--- config.mk ---
export PLATFORM = sky130hd
export DESIGN_NAME = hsvu_front
export DESIGN_NICKNAME = d
export VERILOG_FILES = /design/src/sv/hsvu_pkg.sv /design/src/sv/hsvu_front.sv
export SDC_FILE = /design/constraint.sdc
export NUM_CORES = 1
export LEC_CHECK = 0
export ABC_CLOCK_PERIOD_IN_PS = 2800
export BUFFER_PORTS_ARGS = -buffer_cell sky130_fd_sc_hd__buf_2
export CAP_MARGIN = 20
export CORE_AREA = 2 2 75 77
export CTS_CLUSTER_SIZE = 20
export DETAILED_ROUTE_END_ITERATION = 7
export DIE_AREA = 0 0 77 79
export GPL_TIMING_DRIVEN = 1
export PLACE_DENSITY = 0.69
export SYNTH_ARGS = -nofsm -noshare
export SYNTH_HDL_FRONTEND = slang
export SYNTH_SLANG_ARGS = --single-unit
--- constraint.sdc ---
create_clock -name clk -period 2.8 [get_ports clk]
set_clock_uncertainty 0.2 [all_clocks]
set_input_delay 0.56 -clock clk [delete_from_list [all_inputs] [get_ports clk]]
set_output_delay 0.56 -clock clk [all_outputs]
set_load 0.05 [all_outputs]
--- src/sv/hsvu_pkg.sv ---
// Shared types and constants for the Hadamard state vector update block.
package hsvu_pkg;

	// Default sizing
	localparam int MAX_QUBITS = 16;
	localparam int AMP_WIDTH  = 32;

	// Fixed field widths of the stream payload and the qubit count
	localparam int TARGET_W = 4;
	localparam int INDEX_W  = 16;
	localparam int DATA_W   = 32;
	localparam int NQ_W     = 5;

	// 1/sqrt2 in Q1.31, rounded to nearest
	localparam logic signed [31:0] INV_ROOT2_Q31 = 32'sd1518500250;

	// Operation codes
	localparam logic [1:0] MODE_GATE  = 2'd0;
	localparam logic [1:0] MODE_READ  = 2'd1;
	localparam logic [1:0] MODE_WRITE = 2'd2;
	localparam logic [1:0] MODE_INIT  = 2'd3;

	// Classified command passed from front to back
	typedef struct packed {
		logic [1:0]          mode;
		logic                err;
		logic [TARGET_W-1:0] target;
		logic [NQ_W-1:0]     nq;
		logic [INDEX_W-1:0]  idx;
		logic [DATA_W-1:0]   re;
		logic [DATA_W-1:0]   im;
	} cmd_t;

endpackage

--- src/sv/hsvu_front.sv ---
// Front end: holds the qubit count register, accepts and classifies items.
module hsvu_front #(
	parameter int MAX_QUBITS = hsvu_pkg::MAX_QUBITS
) (
	input  logic                         clk,
	input  logic                         arst_n,
	input  logic                         cfg_valid,
	output logic                         cfg_ready,
	input  logic [hsvu_pkg::NQ_W-1:0]    cfg_data,
	input  logic                         s_tvalid,
	output logic                         s_tready,
	input  logic [87:0]                  s_tdata,
	input  logic [1:0]                   s_tuser,
	output logic                         push_valid,
	input  logic                         push_ready,
	output hsvu_pkg::cmd_t               push_cmd
);

	logic [hsvu_pkg::NQ_W-1:0]     qubits_q;
	logic [hsvu_pkg::NQ_W-1:0]     nq;
	logic [hsvu_pkg::TARGET_W-1:0] target;
	logic [hsvu_pkg::INDEX_W-1:0]  idx;
	logic                          idx_bad;

	function automatic logic [hsvu_pkg::NQ_W-1:0] NQ_W_EXT(
			input logic [hsvu_pkg::TARGET_W-1:0] t);
		NQ_W_EXT = hsvu_pkg::NQ_W'(t);
	endfunction

	// Qubit count register
	assign cfg_ready = 1'b1;
	always_ff @(posedge clk or negedge arst_n) begin
		if (!arst_n) begin
			qubits_q <= hsvu_pkg::NQ_W'(16);
		end else if (cfg_valid) begin
			qubits_q <= cfg_data;
		end
	end

	// Clamp the count into 1..MAX_QUBITS
	always_comb begin
		if (qubits_q == '0) begin
			nq = hsvu_pkg::NQ_W'(1);
		end else if (qubits_q > hsvu_pkg::NQ_W'(MAX_QUBITS)) begin
			nq = hsvu_pkg::NQ_W'(MAX_QUBITS);
		end else begin
			nq = qubits_q;
		end
	end

	assign target  = s_tdata[3:0];
	assign idx     = s_tdata[19:4];
	assign idx_bad = ((32'(idx) >> nq) != 32'd0);

	// Classify the transaction
	always_comb begin
		push_cmd        = '0;
		push_cmd.mode   = s_tuser;
		push_cmd.target = target;
		push_cmd.nq     = nq;
		push_cmd.idx    = idx;
		push_cmd.re     = s_tdata[51:20];
		push_cmd.im     = s_tdata[83:52];
		unique case (s_tuser) inside
			hsvu_pkg::MODE_GATE: push_cmd.err = (NQ_W_EXT(target) >= nq);
			hsvu_pkg::MODE_READ, hsvu_pkg::MODE_WRITE: push_cmd.err = idx_bad;
			default: push_cmd.err = 1'b0;
		endcase
	end

	assign push_valid = s_tvalid;
	assign s_tready   = push_ready;

endmodule

==> flow_metrics.py <==
metrics = {
    "synthesis": {
        "synth_top_family_by_area": "buffers and inverters",
        "yosys-top-cells-area": "buf_4 54%, dfrtp_1 8.0%, ha_1 6.0%, mux2_2 4.5%, a21o_1 2.4%",
        "post_synth_inst_count": 158,
        "yosysTopAreaCellShare": 0.537,
        "synth_simple_gate_area_share": 0.101,
        "ys_types": 31,
        "yosysSeqAreaShare": 0.102,
        "synthTopCellsByCount": "89 x buf_4, 6 x ha_1, 6 x nor2_1",
        "ys_warn_count": 0,
        "synthArstFlopShare": 1.00,
        "muxShareOfSynthArea": 0.0452,
        "synthAdderAreaFrac": 0.0603,
        "netlist_area_um2": 1240,
        "syn_nets": 264,
        "synth-edff-count": 0,
        "syn-mean-instance-area_um2": 7.88,
        "synth_xor_area_frac": 0,
        "synth_ff_type": "dfrtp_1",
        "ys_ff_latch": 5,
        "synth-compound-area-share": 0.125,
        "yosysMostFrequentCell": "buf_4",
        "yosysTopAreaCell": "buf_4",
    },
    "floorplanning": {
        "coreArea_um2": 5340,
        "io_pins": 195,
        "dieArea_um2": 6080,
        "dieHeight_um": 79,
        "fp-row-count": 27,
        "die_x_um": 77,
        "initial_core_util": 0.233,
    },
    "clock_tree": {
        "path_clk_slew_ps": 30,
        "h-tree-depth": 1,
        "cts.sink_count": 5,
        "clockBufferDepth": 2,
        "cts_buffers": 3,
        "cts_tree": "done",
        "cts_root_buffer": "clkbuf_8",
        "clk_latency_ps": 220,
    },
    "routing": {
        "drt_iter0_markers": 24,
        "viasPerCell": 3.91,
        "postRouteAntennaNets": 0,
        "dr.pass1.iters": 3,
        "drt_wl_total_mm": 2.69,
        "routedWlPerCell_um": 12.4,
        "drcViolationCount": 0,
        "vias": 848,
    },
    "setup_path": {
        "crit_start": "qubits_q[2]$_DFFE_PN0P_",
        "crit_chain": "or4_4 > and2_4 > buf_4 > or3_1 > o311ai_1 > o311ai_2 > a211o_4 > buf_8",
        "slowest_stage": "or4_4",
        "worstPathRequired_ps": 2040,
        "max_stage_delay_ps": 550,
        "worstPathArrival_ps": 2570,
        "cp_max_fo": 5,
        "rr_startpoint": "qubits_q[2]$_DFFE_PN0P_",
        "worst_setup_path_start_kind": "register",
        "critical_path_class": "register to output pin",
        "cp-end-kind": "output pin",
    },
    "pwr": {
        "p_seq_frac": 0.163,
        "p_leak_nw": 0.603,
        "power_frac_comb": 0.585,
        "powerDensity_nw_per_um2": 437,
        "sw_frac_of_total": 0.437,
        "p_sw_mw": 0.227,
        "intPower_mw": 0.293,
        "power_frac_clock": 0.252,
        "ir_drop_uv": 202,
    },
    "global_route": {
        "grt_usage": 0.0817,
        "grt_pass1_vias": 823,
        "grt_pass1_wl_mm": 3.93,
        "grt_antenna_before_repair": 0,
        "grt_max_degree": 8,
        "gr-total-overflow": 0,
    },
    "finish": {
        "reg.largest.list": "qubits_q: 5 flops",
        "nets": 252,
        "top_register": "qubits_q",
        "largest_reg_flops": 5,
        "finalNonFillerCells": 217,
        "syn_to_final_growth_pct": -4.32,
        "drive_gt1_frac": 0.641,
        "diodes": 0,
    },
    "timing": {
        "post-route-period-util": 1.19,
        "drv_slew": 0,
        "hold_violations": 0,
        "worst_slack_ps": -529,
        "fin_crit_ps": 3330,
        "clock.fmax_ghz": 0.300,
        "fin_setup_tns_ps": -529,
        "rsz0062_at_grt": "yes",
        "setup_viol": 1,
    },
    "outcome": {
        "violations": "setup timing",
        "outcome": "finished, violations left",
    },
    "hold_path": {
        "hp-start": "cfg_data[1]",
        "hp-class": "input port to register",
    },
    "placement": {
        "hpwlAfterDp_mm": 2.37,
        "numPortBuffers": 57,
        "finalWeightedCongestion": 0.753,
        "post-place-cells": 211,
    },
    "flow_run": {
        "timing.max_cap.violations": 0,
    },
}
per-stage QoR:
step	util	hold slack, ps	area (um2)	power [mW]	worst slack [ps]
floorplan	-	64.4	1280	0.551	-324
global placement	0.205	174	1090	0.372	-358
detailed placement	0.205	178	1090	0.376	-386
CTS	0.217	370	1160	0.519	-556
global route	0.223	387	1190	0.552	-624
finish	0.223	374	1190	0.520	-529
placed cells by master (no fill, tap or decap), types with 2 or more instances in the layout:
master    instances
inv_1             5
clkbuf_8          3
dfrtp_1           4
mux2_2            5
a21oi_1           5
a211oi_1          2
nor2_1            6
buf_4            16
nand2b_1          3
nand2_1           3
ha_1              5
nor3_1            4
a21o_1            4
buf_2            56
layer usage:
layer / wire length, um / up-vias / GRT usage
li1: - / 401 / -
met1: 1010 / 375 / 0.0912
met2: 1260 / 54 / 0.132
met3: 284 / 18 / 0.0250
met4: 131 / 0 / 0.0607
met5: 0 / - / 0
path summary, 6_finish.rpt:
path | end | cells past startpoint | slack (ps)
max | push_cmd[89] | 8 | -530
min | qubits_q[1]$_DFFE_PN0P_ | 2 | 370
max reg2reg | qubits_q[2]$_DFFE_PN0P_ | 3 | 1600
min reg2reg | qubits_q[1]$_DFFE_PN0P_ | 2 | 410
max in group asynchronous | qubits_q[4]$_DFFE_PN1P_ | 2 | 1710
min in group asynchronous | qubits_q[0]$_DFFE_PN0P_ | 2 | 490
power by group through the flow:
stage          logic, mW  clock network (mW)  registers (mW)
2_1_floorplan      0.463                   0          0.0881
3_3_place_gp       0.287                   0          0.0854
3_5_place_dp       0.290                   0          0.0859
4_1_cts            0.299               0.135          0.0851
5_1_grt            0.328               0.138          0.0854
6_report           0.304               0.131          0.0848
area by class of cell:
type	instances	area, um2
Tap cell	72	90.1
Clock buffer	4	45.0
Timing Repair Buffer	74	425
Multi-Input combinational cell	55	470
Fill cell	617	4150
Sequential cell	5	126
Inverter	7	33.8
worst max-delay path, delay by kind of cell, from the launching register on:
family	cells	cell delay (ps)
AO/OA/AOI/OAI	3	650
buffers and inverters	2	300
flip-flops	1	370
AND/OR/NAND/NOR	3	1040
cell families (layout without fill, tap and decap cells):
group                    Yosys count  count (layout)
multiplexers                       5               5
buffers and inverters             98              85
adder cells (fa/ha/maj)            6               6
AO/OA/AOI/OAI                     20              20
other                              1               1
AND/OR/NAND/NOR                   23              23
flip-flops                         5               5
what timing repair did:
| action | in CTS | in global routing |
|---|---|---|
| hold buffers | 1 | 0 |
| endpoints found under the hold margin | 4 | 0 |
| pin swaps | 5 | 6 |
| setup buffers | 0 | 1 |
| endpoints found under the setup margin | 1 | 1 |
| resized for setup | 3 | 3 |
Power figures use the tool's default switching activity.
