===== src/sv/hsvu_pkg.sv =====
// Shared types and constants for the Hadamard state vector update block.
package hsvu_pkg;

	// Default sizing
	localparam int MAX_QUBITS = 16;
	localparam int AMP_WIDTH  = 32;

	// Fixed field widths of the stream payload and the qubit count
	localparam int TARGET_W = 4;
	localparam int INDEX_W  = 16;
	localparam int DATA_W   = 32;
	localparam int NQ_W     = 5;

	// 1/sqrt2 in Q1.31, rounded to nearest
	localparam logic signed [31:0] INV_ROOT2_Q31 = 32'sd1518500250;

	// Operation codes
	localparam logic [1:0] MODE_GATE  = 2'd0;
	localparam logic [1:0] MODE_READ  = 2'd1;
	localparam logic [1:0] MODE_WRITE = 2'd2;
	localparam logic [1:0] MODE_INIT  = 2'd3;

	// Classified command passed from front to back
	typedef struct packed {
		logic [1:0]          mode;
		logic                err;
		logic [TARGET_W-1:0] target;
		logic [NQ_W-1:0]     nq;
		logic [INDEX_W-1:0]  idx;
		logic [DATA_W-1:0]   re;
		logic [DATA_W-1:0]   im;
	} cmd_t;

endpackage


===== src/sv/hsvu_queue.sv =====
// Two-entry command queue between front and back.
module hsvu_queue #(
	parameter int W = $bits(hsvu_pkg::cmd_t)
) (
	input  logic         clk,
	input  logic         arst_n,
	input  logic         in_valid,
	output logic         in_ready,
	input  logic [W-1:0] in_data,
	output logic         out_valid,
	input  logic         out_ready,
	output logic [W-1:0] out_data
);

	logic [W-1:0] slot_q [2];
	logic         wr_q;
	logic         rd_q;
	logic [1:0]   cnt_q;
	logic         push;
	logic         pop;

	assign in_ready  = (cnt_q != 2'd2);
	assign out_valid = (cnt_q != 2'd0);
	assign push      = in_valid && in_ready;
	assign pop       = out_valid && out_ready;
	assign out_data  = slot_q[rd_q];

	// Hold entries
	always_ff @(posedge clk) begin
		if (push) begin
			slot_q[wr_q] <= in_data;
		end
	end

	// Advance pointers and count
	always_ff @(posedge clk or negedge arst_n) begin
		if (!arst_n) begin
			wr_q  <= 1'b0;
			rd_q  <= 1'b0;
			cnt_q <= 2'd0;
		end else begin
			if (push) begin
				wr_q <= ~wr_q;
			end
			if (pop) begin
				rd_q <= ~rd_q;
			end
			cnt_q <= cnt_q + {1'b0, push} - {1'b0, pop};
		end
	end

endmodule


===== config.mk =====
export PLATFORM = sky130hd
export DESIGN_NAME = hsvu_queue
export DESIGN_NICKNAME = d
export VERILOG_FILES = /design/src/sv/hsvu_pkg.sv /design/src/sv/hsvu_queue.sv
export SDC_FILE = /design/constraint.sdc
export NUM_CORES = 1
export LEC_CHECK = 0
export BUFFER_PORTS_ARGS = -buffer_cell sky130_fd_sc_hd__buf_2
export CAP_MARGIN = 20
export CORE_ASPECT_RATIO = 1.5
export CORE_MARGIN = 4
export CORE_UTILIZATION = 45
export CTS_CLUSTER_SIZE = 28
export DETAILED_ROUTE_END_ITERATION = 7
export PLACE_DENSITY = 0.73
export SYNTH_ARGS = -nofsm -noshare
export SYNTH_HDL_FRONTEND = slang
export SYNTH_SLANG_ARGS = --single-unit
export TNS_END_PERCENT = 1

===== constraint.sdc =====
create_clock -name clk -period 5.4 [get_ports clk]
set_clock_uncertainty 0.05 [all_clocks]
set_input_delay 1.35 -clock clk [delete_from_list [all_inputs] [get_ports clk]]
set_output_delay 1.35 -clock clk [all_outputs]
set_load 0.02 [all_outputs]

==> metrics.txt, run 1 <==
post-route setup slack=1.79 ns; layout cells sized above 1=61.5%; outcome=finished, final reports clean; post-detail-place hpwl=8.86 mm; number of maximum-capacitance constraint violations=0; RD Place Congestion=0.710; Internal=3.37 mW; maximum number of pins on one net before global-route repair=78; portion of netlist area occupied by mux cells=18.2%; synth cell count leaders=184 x sky130_fd_sc_hd__edfxtp_1, 70 x sky130_fd_sc_hd__mux2_4, 22 x sky130_fd_sc_hd__mux2_2; setup repair after global routing missed its margin=false; Post-synth EDFFs=184; biggest fanout along the worst timing path=74; Worst R2R Path Depth=3; average vias per placed instance=4.82; adder-cell share of the synthesized area=0.352%; endpoint of the worst register-to-register path=slot_q[1][59]; worst hold stages=1; critical path start-end classification=register to output port; area of the core region=15600 µm²; fmax=277 MHz; fin util=56.9%; part of the power in the clock network=23.1%; Clock Tree Buf Depth=2; crit path capture type=output port; part of the total power dissipated in sequential elements=42.2%; instance count of the mapped netlist=303; Final Routed Wirelength=13.1 mm; drt first pass iters=4; ports placed on the boundary=190; TritonCTS clock tree=built; class of the worst hold path=register to register; most instantiated library cell after synthesis=sky130_fd_sc_hd__edfxtp_1; fraction of power consumed by combinational cells=34.7%; synthesized area=7120 µm²; element type at the critical path start=register; post-route insts no fill=721; CP endpoint=out_data[2]; WP data arrival=2.21 ns; dominant cell type by area after synthesis=sky130_fd_sc_hd__edfxtp_1; number of resized instances in the post-cts repair step=0; Area contributors post-synth=sky130_fd_sc_hd__edfxtp_1 78%, sky130_fd_sc_hd__mux2_4 15%, sky130_fd_sc_hd__mux2_2 3.5%; Vert. Die Dim=162 µm; required time of the critical path=4.00 ns; area delta synth->final=24.3%; post-synthesis compound-gate area fraction=0%; sequential area share after synthesis=79.0%; overall die width=111 µm; peak ir drop on the vdd network=0.419 mV; post-synthesis register bit count=188; placed instance count=688; fill count=1221; Worst Setup Slack post-DPL=2.21 ns; Pins Over Slew Limit=0; Power per Cell Area=570 nW/µm²; startpoint of the most critical setup path=rd_q; synthesized area divided by synthesized cell count=23.5 µm²; Slew Limit Headroom=28.7%; worst-case register-to-register setup slack=3.15 ns; wire length of the first global-routing pass=19.9 mm; latest clock arrival within the worst-skew pair=0.42 ns; net total in the final layout=602; Final Cell Area=8850 µm²; number of distinct library cells after synthesis=17; clock-pin slew of the registers on the worst-case setup and hold paths=0.07 ns; quantity of I/O buffers inserted on ports=189; aggregate negative setup slack=0 ns; GRT Resource Usage Total=14.5%; number of nets with antenna violations after detailed routing=0; Post-CTS Setup Repair Bufs=0; H-tree Lvls=4; hold-fix buffers at CTS=0; cell area after placement=8280 µm²; number of buffers created by CTS=17; simple-gate share of the synthesized area=0.457%; standard-cell rows=56; CTS sink cnt=188; Mapped Nets=401; async set or reset register ratio after synthesis=2.13%; endpoints failing setup=0; Yosys Warn Count=0; most instantiated flip-flop cell in the synthesis netlist=sky130_fd_sc_hd__edfxtp_1; transition at the pin with the smallest max-transition slack=1.07 ns; wire length per cell after detailed routing=18.2 µm; min cycle time layout=3.61 ns; total gr overflow=0; via count of the first global-routing pass=3837; starting utilization of the core area=45.8%; clock root cell=sky130_fd_sc_hd__clkbuf_16; combinational family with the most area after synthesis=multiplexers; initial detailed-routing violation count=141; routed vias=3478; total count of hold-check failures in the final report=0; number of antenna violations at the first check in global routing=2; share of the synthesized netlist area taken by xor and xnor gates=0.492%; worst r2r src=cnt_q[1]; switching part of the total=33.1%; Lkg Pwr=3.51 nW; net switching power=1.67 mW; DRC viols=0; Die Outline Area=17900 µm²; share of the synthesized area in the top cell type=77.6%; portion of the clock cycle consumed by the worst path in the final layout=66.8%
area by class of cell:
cell class | count | area (µm²) | share of cell area, %
sequential | 188 | 5630 | 63.6
multi-input combinational | 104 | 1400 | 15.9
timing repair buffer | 192 | 993 | 11.2
clock buffer | 18 | 429 | 4.85
tap | 203 | 254 | 2.87
clock inverter | 14 | 130 | 1.47
inverter | 1 | 3.75 | 0.0424
antenna | 1 | 2.50 | 0.0283
stage by stage:
step                      power [mW]  hold WS (ns)
after CTS                       5.10         0.491
after detailed placement        3.94         0.472
after floorplan                 3.46         0.429
final                           5.04         0.491
after global placement          3.90         0.446
after global routing            5.27         0.510
critical path, cell delays in order (launching register included):
cell	delay (ns)
sky130_fd_sc_hd__dfrtp_4	0.67
sky130_fd_sc_hd__buf_12	0.44
sky130_fd_sc_hd__mux2_2	0.40
sky130_fd_sc_hd__buf_2	0.16
cell families (layout without fill, tap and decap cells):
group / after synthesis / in the layout
flip-flops: 188 / 188
multiplexers: 92 / 92
buffers and inverters: 11 / 225
AND/OR/NAND/NOR: 6 / 6
XOR/XNOR: 4 / 4
adder cells (fa/ha/maj): 2 / 2
other: 0 / 1
power groups by stage:
stage | registers (mW) | logic, mW | clock network, mW
after detailed placement | 2.16 | 1.78 | 0
after CTS | 2.13 | 1.78 | 1.19
final | 2.12 | 1.75 | 1.16
after floorplan | 2.11 | 1.35 | 0
after global placement | 2.14 | 1.75 | 0
after global routing | 2.15 | 1.86 | 1.26
routing by layer:
layer	vias up	part of all wire, %	GRT usage (%)
li1	1608	-	-
met1	1733	36	15.0
met2	111	56	27.0
met3	24	5.4	4.10
met4	2	2.4	6.78
met5	-	0.068	0
how the worst min path moves through the flow:
stage	from	endpoint	slack, ns
finish	cnt_q[0]	cnt_q[0]	0.49
floorplan	wr_q	wr_q	0.43
detailed placement	cnt_q[0]	cnt_q[0]	0.47
global route	cnt_q[0]	cnt_q[0]	0.51
global placement	cnt_q[0]	cnt_q[0]	0.45
CTS	cnt_q[0]	cnt_q[0]	0.49
flip-flops by register name, summed over array words and instances (netlist names):
name and cells:
rd_q 1, slot_q 184, wr_q 1, cnt_q 2
placed cells by master (no fill, tap or decap), types with 3 or more instances in the layout:
| master | synthesis | layout |
|---|---|---|
| sky130_fd_sc_hd__buf_2 | 2 | 189 |
| sky130_fd_sc_hd__edfxtp_1 | 184 | 184 |
| sky130_fd_sc_hd__mux2_4 | 70 | 70 |
| sky130_fd_sc_hd__mux2_2 | 22 | 22 |
| sky130_fd_sc_hd__clkbuf_16 | 0 | 17 |
| sky130_fd_sc_hd__clkinv_4 | 0 | 4 |
| sky130_fd_sc_hd__inv_6 | 0 | 4 |
| sky130_fd_sc_hd__xnor2_1 | 3 | 3 |
| sky130_fd_sc_hd__inv_8 | 0 | 3 |
| sky130_fd_sc_hd__dfrtp_1 | 4 | 3 |
Note: power is estimated with default switching activity, not from simulation.
==> run 2, diff against run 1 <==
PLACE_DENSITY = 0.7   (was 0.73)
clock period = 3.8 ns   (was 5.4 ns; I/O delays follow)
==> run 2 against run 1 <==
Net effect: count of clock-buffer cells in the layout is 1 lower; combinational power is 42% higher; global-route usage down 0.053 points; core utilization up 0.31 points; setup slack worse by 1.1 ns; flip-flop and latch count unchanged; sequential power up 44%; via count up 0.60%; clock power rose by 48%; final cell count is 0.14% higher; non-clock buffer count is 1 higher; total power is 44% higher; critical endpoint is now out_data[9]; largest power group unchanged; highest routed layer unchanged.
==> metrics.txt, run 2 (same netlist as run 1, synthesis figures left out) <==
Final Routed Wirelength=13.1 mm (-0.30%); required time of the critical path=2.80 ns (-1.20 ns); post-detail-place hpwl=8.86 mm (about the same); H-tree Lvls=4 (unchanged); wire length per cell after detailed routing=18.1 µm (-0.44%); portion of the clock cycle consumed by the worst path in the final layout=82.7%; number of antenna violations at the first check in global routing=3 (+1); crit path capture type=output port; min cycle time layout=3.14 ns; average vias per placed instance=4.85 (+0.46%); most used cells in the layout excluding fill and tap cells=189 x sky130_fd_sc_hd__buf_2, 184 x sky130_fd_sc_hd__edfxtp_1, 70 x sky130_fd_sc_hd__mux2_4; worst-case register-to-register setup slack=1.88 ns (-1.27 ns); WP data arrival=2.14 ns (-0.07 ns); number of buffers created by CTS=17 (unchanged); CTS sink cnt=188 (unchanged); transition at the pin with the smallest max-transition slack=0.649 ns (-0.420 ns); Final Cell Area=8890 µm² (+0.55%); Lkg Pwr=3.53 nW (+0.66%); starting utilization of the core area=45.8% (unchanged); via count of the first global-routing pass=3846 (+0.23%); largest registers=slot_q (184), cnt_q (2); TritonCTS clock tree=built; number of resized instances in the post-cts repair step=0 (unchanged); net total in the final layout=603 (+0.17%); cell area after placement=8320 µm² (+0.39%); worst r2r src=cnt_q[1]; Power per Cell Area=815 nW/µm² (+43%); latest clock arrival within the worst-skew pair=0.42 ns (about the same); Worst R2R Path Depth=3 (unchanged); total gr overflow=0 (unchanged); endpoint of the worst register-to-register path=slot_q[1][36]; standard-cell rows=56 (unchanged); ports placed on the boundary=190 (unchanged); hold-fix buffers at CTS=0 (unchanged); worst hold slack across all endpoints=0.271 ns (-0.220 ns); aggregate negative setup slack=0 ns (unchanged); CP endpoint=out_data[9]; area delta synth->final=25.0%; clock root cell=sky130_fd_sc_hd__clkbuf_16; number of nets with antenna violations after detailed routing=0 (unchanged); fin util=57.2% (+0.31 points); overall die width=111 µm (unchanged); Vert. Die Dim=162 µm (unchanged); outcome=finished, final reports clean; area of the core region=15600 µm² (unchanged); total count of hold-check failures in the final report=0 (unchanged); clock-pin slew of the registers on the worst-case setup and hold paths=0.07 ns (about the same); class of the worst hold path=input port to async pin; Pins Over Slew Limit=0 (unchanged); Slew Limit Headroom=56.7% (+28 points); Worst Setup Slack post-DPL=1.08 ns (-1.12 ns); layout cells sized above 1=61.6% (+0.074 points); critical path start-end classification=register to output port; post-route setup slack=0.658 ns (-1.13 ns); quantity of I/O buffers inserted on ports=189 (unchanged); maximum number of pins on one net before global-route repair=93 (+19%); endpoints failing setup=0 (unchanged); Post-CTS Setup Repair Bufs=0 (unchanged); setup repair after global routing missed its margin=false; fmax=318 MHz; number of maximum-capacitance constraint violations=0 (unchanged); wire length of the first global-routing pass=19.9 mm (-0.24%); DRC viols=0 (unchanged); commonest non-fill, non-tap cell in the layout=sky130_fd_sc_hd__buf_2; startpoint of the most critical setup path=rd_q; flip-flop count of the largest register after layout=184 (unchanged); initial detailed-routing violation count=135 (-4.3%); element type at the critical path start=register; drt first pass iters=5 (+1); Clock Tree Buf Depth=2 (unchanged); GRT Resource Usage Total=14.5% (-0.053 points); Die Outline Area=17900 µm² (unchanged); peak ir drop on the vdd network=0.543 mV (+30%); biggest fanout along the worst timing path=37 (-50%); RD Place Congestion=0.729 (+2.7%); routed vias=3499 (+0.60%); fill count=1219 (-0.16%); register with the most flip-flops=slot_q
==> run 2: changes by cell type in the layout (fill, tap and decap cells not counted), sizes merged <==
cell    delta
clkinv     -3
inv        +3
buf        +1
bufinv     +1
clkbuf     -1
==> run 2: layout make-up <==
cell class                 count  area, µm²  share of cell area (%)
antenna                        1       2.50                  0.0281
clock buffer                  17        425                    4.78
clock inverter                15        150                    1.69
inverter                       1       3.75                  0.0422
multi-input combinational    104       1400                    15.8
sequential                   188       5630                    63.3
tap                          203        254                    2.86
timing repair buffer         193       1030                    11.5
==> run 2: per-stage QoR <==
step | total power [mW] | instances
floorplan | 4.90 | 303
global placement | 5.57 | 689
detailed placement | 5.63 | 689
CTS | 7.36 | 721
global route | 7.58 | 722
finish | 7.25 | 722
==> run 2: worst min-delay path by stage <==
stage	slack, ns	cells after the start	start	endpoint
3_3_place_gp	0.45	1	cnt_q[0]	cnt_q[0]
3_5_place_dp	0.46	1	cnt_q[0]	cnt_q[0]
4_1_cts	0.25	1	arst_n	rd_q
6_report	0.27	1	arst_n	rd_q
5_1_grt	0.26	1	arst_n	cnt_q[0]
2_1_floorplan	0.43	1	cnt_q[0]	cnt_q[0]
==> run 2: where the power goes <==
part	internal, mW	leakage (nW)	switching (mW)	total [mW]
combinational	1.11	1.49	1.38	2.48
clock	0.931	0.289	0.790	1.72
sequential	2.84	1.75	0.212	3.05
==> run 2: worst max-delay path, stage by stage, from the launching register on <==
cell                      delay, ns
sky130_fd_sc_hd__dfrtp_4       0.84
sky130_fd_sc_hd__buf_12        0.31
sky130_fd_sc_hd__mux2_2        0.36
sky130_fd_sc_hd__buf_2         0.16
==> run 2: metal layers <==
metal	track usage, %	vias up	wire (µm)
met2	26.5	119	7420
met5	0	-	14
met1	14.8	1750	4630
li1	-	1605	-
met4	7.39	4	308
met3	4.32	21	730
==> run 3, diff against run 2 <==
ABC_AREA = 1   (was default)
clock period = 3.1 ns   (was 3.8 ns; I/O delays follow)
==> run 3 against run 2 <==
Net effect: setup slack got worse by 0.24 ns; global-route usage increased by 2.1 points; worst hold slack got worse by 0.15 ns; final area decreased by 2.9%; via count increased by 24%; total power increased by 20%; largest cell class unchanged.
==> metrics.txt, run 3 <==
element type at the critical path start=register; most instantiated library cell after synthesis=sky130_fd_sc_hd__nand2_1; number of diodes=0 (-1); register with the most flip-flops=slot_q; clock-pin slew of the registers on the worst-case setup and hold paths=0.06 ns (about the same); required time of the critical path=2.27 ns (-0.53 ns); largest registers=slot_q (184), cnt_q (2); net total in the final layout=805 (+33%); number of maximum-capacitance constraint violations=0 (unchanged); quantity of I/O buffers inserted on ports=189 (unchanged); portion of the clock cycle consumed by the worst path in the final layout=86.4%; Post-CTS Setup Repair Bufs=0 (unchanged); Final Cell Area=8640 µm² (-2.9%); commonest non-fill, non-tap cell in the layout=sky130_fd_sc_hd__nand2_1; synthesized area divided by synthesized cell count=13.5 µm² (-43%); ports placed on the boundary=190 (unchanged); wire length per cell after detailed routing=15.3 µm (-15%); Clock Tree Buf Depth=2 (unchanged); DRC viols=0 (unchanged); TritonCTS clock tree=built; via count of the first global-routing pass=4569 (+19%); crit path capture type=output port; most used cells in the layout excluding fill and tap cells=289 x sky130_fd_sc_hd__nand2_1, 189 x sky130_fd_sc_hd__buf_2, 184 x sky130_fd_sc_hd__edfxtp_1; class of the worst hold path=input port to async pin; endpoints failing setup=0 (unchanged); transition at the pin with the smallest max-transition slack=0.682 ns (+0.0332 ns); share of the synthesized area in the top cell type=80.2% (+2.6 points); post-detail-place hpwl=9.44 mm (+6.6%); post-synthesis register bit count=188 (unchanged); critical path start-end classification=register to output port; overall die width=109 µm (-1.5%); wire length of the first global-routing pass=22.1 mm (+11%); aggregate negative setup slack=0 ns (unchanged); Pins Over Slew Limit=0 (unchanged); overall power after layout=8.70 mW (+20%); average vias per placed instance=4.71 (-2.8%); GRT Resource Usage Total=16.6% (+2.1 points); total count of hold-check failures in the final report=0 (unchanged); sequential area share after synthesis=81.7% (+2.6 points); CTS sink cnt=188 (unchanged); most instantiated flip-flop cell in the synthesis netlist=sky130_fd_sc_hd__edfxtp_1; instance count of the mapped netlist=512 (+69%); RD Place Congestion=0.778 (+6.7%); starting utilization of the core area=45.7% (-0.058 points); initial detailed-routing violation count=209 (+55%); Lkg Pwr=3.74 nW (+6.1%); total gr overflow=0 (unchanged); number of distinct library cells after synthesis=11 (-6); synth cell count leaders=289 x sky130_fd_sc_hd__nand2_1, 184 x sky130_fd_sc_hd__edfxtp_1, 16 x sky130_fd_sc_hd__buf_2; Vert. Die Dim=160 µm (-1.5%); layout cells sized above 1=31.8% (-30 points); maximum number of pins on one net before global-route repair=66 (-29%); fmax=374 MHz; routed vias=4329 (+24%); standard-cell rows=55 (-1.8%); fill count=1247 (+2.3%); outcome=finished, final reports clean; biggest fanout along the worst timing path=33 (-11%); async set or reset register ratio after synthesis=2.13% (unchanged); Final Routed Wirelength=14.1 mm (+7.6%); area delta synth->final=25.4%; latest clock arrival within the worst-skew pair=0.40 ns (-0.02 ns); number of nets with antenna violations after detailed routing=0 (unchanged); synthesized area=6890 µm² (-3.2%); Power per Cell Area=1010 nW/µm² (+24%); Post-synth EDFFs=184 (unchanged); drt first pass iters=4 (-1); Area contributors post-synth=sky130_fd_sc_hd__edfxtp_1 80%, sky130_fd_sc_hd__nand2_1 16%, sky130_fd_sc_hd__dfrtp_1 1.5%; number of resized instances in the post-cts repair step=0 (unchanged); dominant cell type by area after synthesis=sky130_fd_sc_hd__edfxtp_1; min cycle time layout=2.68 ns; Slew Limit Headroom=54.5% (-2.2 points); flip-flop count of the largest register after layout=184 (unchanged); number of buffers created by CTS=17 (unchanged); Mapped Nets=610 (+52%); hold-fix buffers at CTS=0 (unchanged); area of the core region=15100 µm² (-3.1%); Die Outline Area=17400 µm² (-3.0%); number of antenna violations at the first check in global routing=3 (unchanged); clock root cell=sky130_fd_sc_hd__clkbuf_16; setup repair after global routing missed its margin=false; H-tree Lvls=4 (unchanged); WP data arrival=1.85 ns (-0.29 ns); Yosys Warn Count=0 (unchanged); fin util=57.3% (+0.13 points); cell area after placement=8090 µm² (-2.8%); Worst R2R Path Depth=4 (+1); peak ir drop on the vdd network=0.623 mV (+15%)
## run 3: cell types whose count changed in the layout (fill, tap and decap cells not counted), moves of 4 or more
cell                      previous run  this run
sky130_fd_sc_hd__buf_4               0         4
sky130_fd_sc_hd__mux2_4             70         0
sky130_fd_sc_hd__mux2_2             22         0
sky130_fd_sc_hd__inv_1               1         7
sky130_fd_sc_hd__nand2_1             1       289
sky130_fd_sc_hd__inv_6               6         2
## run 3: area by class of cell
type / count / area (µm²) / area share (%)
Sequential cell: 188 / 5630 / 65.2
Inverter: 9 / 36.3 / 0.420
Clock inverter: 12 / 114 / 1.32
Multi-Input combinational cell: 295 / 1140 / 13.2
Tap cell: 199 / 249 / 2.88
Clock buffer: 20 / 437 / 5.06
Timing Repair Buffer: 196 / 1040 / 12.0
## run 3: path summary, 6_finish.rpt
kind,start,endpoint,slack [ns]
worst max-delay path,rd_q,out_data[2],0.42
worst min-delay path,arst_n,wr_q,0.12
worst max register to register,cnt_q[1],slot_q[1][20],1.36
worst min register to register,wr_q,wr_q,0.43
max in group asynchronous,arst_n,rd_q,2.74
min in group clk,wr_q,wr_q,0.43
## run 3: cell families (layout without fill, tap and decap cells)
kind of cell / after synthesis / count (layout) / share of synthesized area, %
buffers and inverters: 29 / 237 / 1.93
DFF: 188 / 188 / 81.7
adders and majority gates: 2 / 2 / 0.363
and+or+nand+nor: 293 / 293 / 16.0
## run 3: power by group
| part | switching, mW | total, mW | internal (mW) | leakage [nW] |
|---|---|---|---|---|
| Clock | 0.890 | 2.01 | 1.12 | 0.263 |
| Sequential | 0.187 | 3.65 | 3.47 | 1.76 |
| Combinational | 2.18 | 3.04 | 0.860 | 1.72 |
## run 3: per-layer routing
layer / GRT usage (%) / vias to the layer above / share of wire (%)
met5: 0 / - / 0.26
met2: 30.3 / 145 / 55
met3: 4.50 / 34 / 6.5
li1: - / 2109 / -
met4: 7.52 / 6 / 2.9
met1: 17.1 / 2035 / 35
## run 3: critical path, cell delays in order, from the launching register on
cell                      delay (ns)
sky130_fd_sc_hd__dfrtp_4        0.63
sky130_fd_sc_hd__inv_2          0.14
sky130_fd_sc_hd__buf_4          0.33
sky130_fd_sc_hd__nand2_1        0.09
sky130_fd_sc_hd__nand2_1        0.07
sky130_fd_sc_hd__buf_2          0.17
## run 3: per-stage QoR
step | worst slack (ns) | hold WS, ns | cells
2_1_floorplan | -0.0575 | 0.392 | 512
6_report | 0.423 | 0.120 | 919
5_1_grt | 0.289 | 0.105 | 919
3_3_place_gp | 0.860 | 0.404 | 887
3_5_place_dp | 0.829 | 0.425 | 887
4_1_cts | 0.386 | 0.0982 | 919
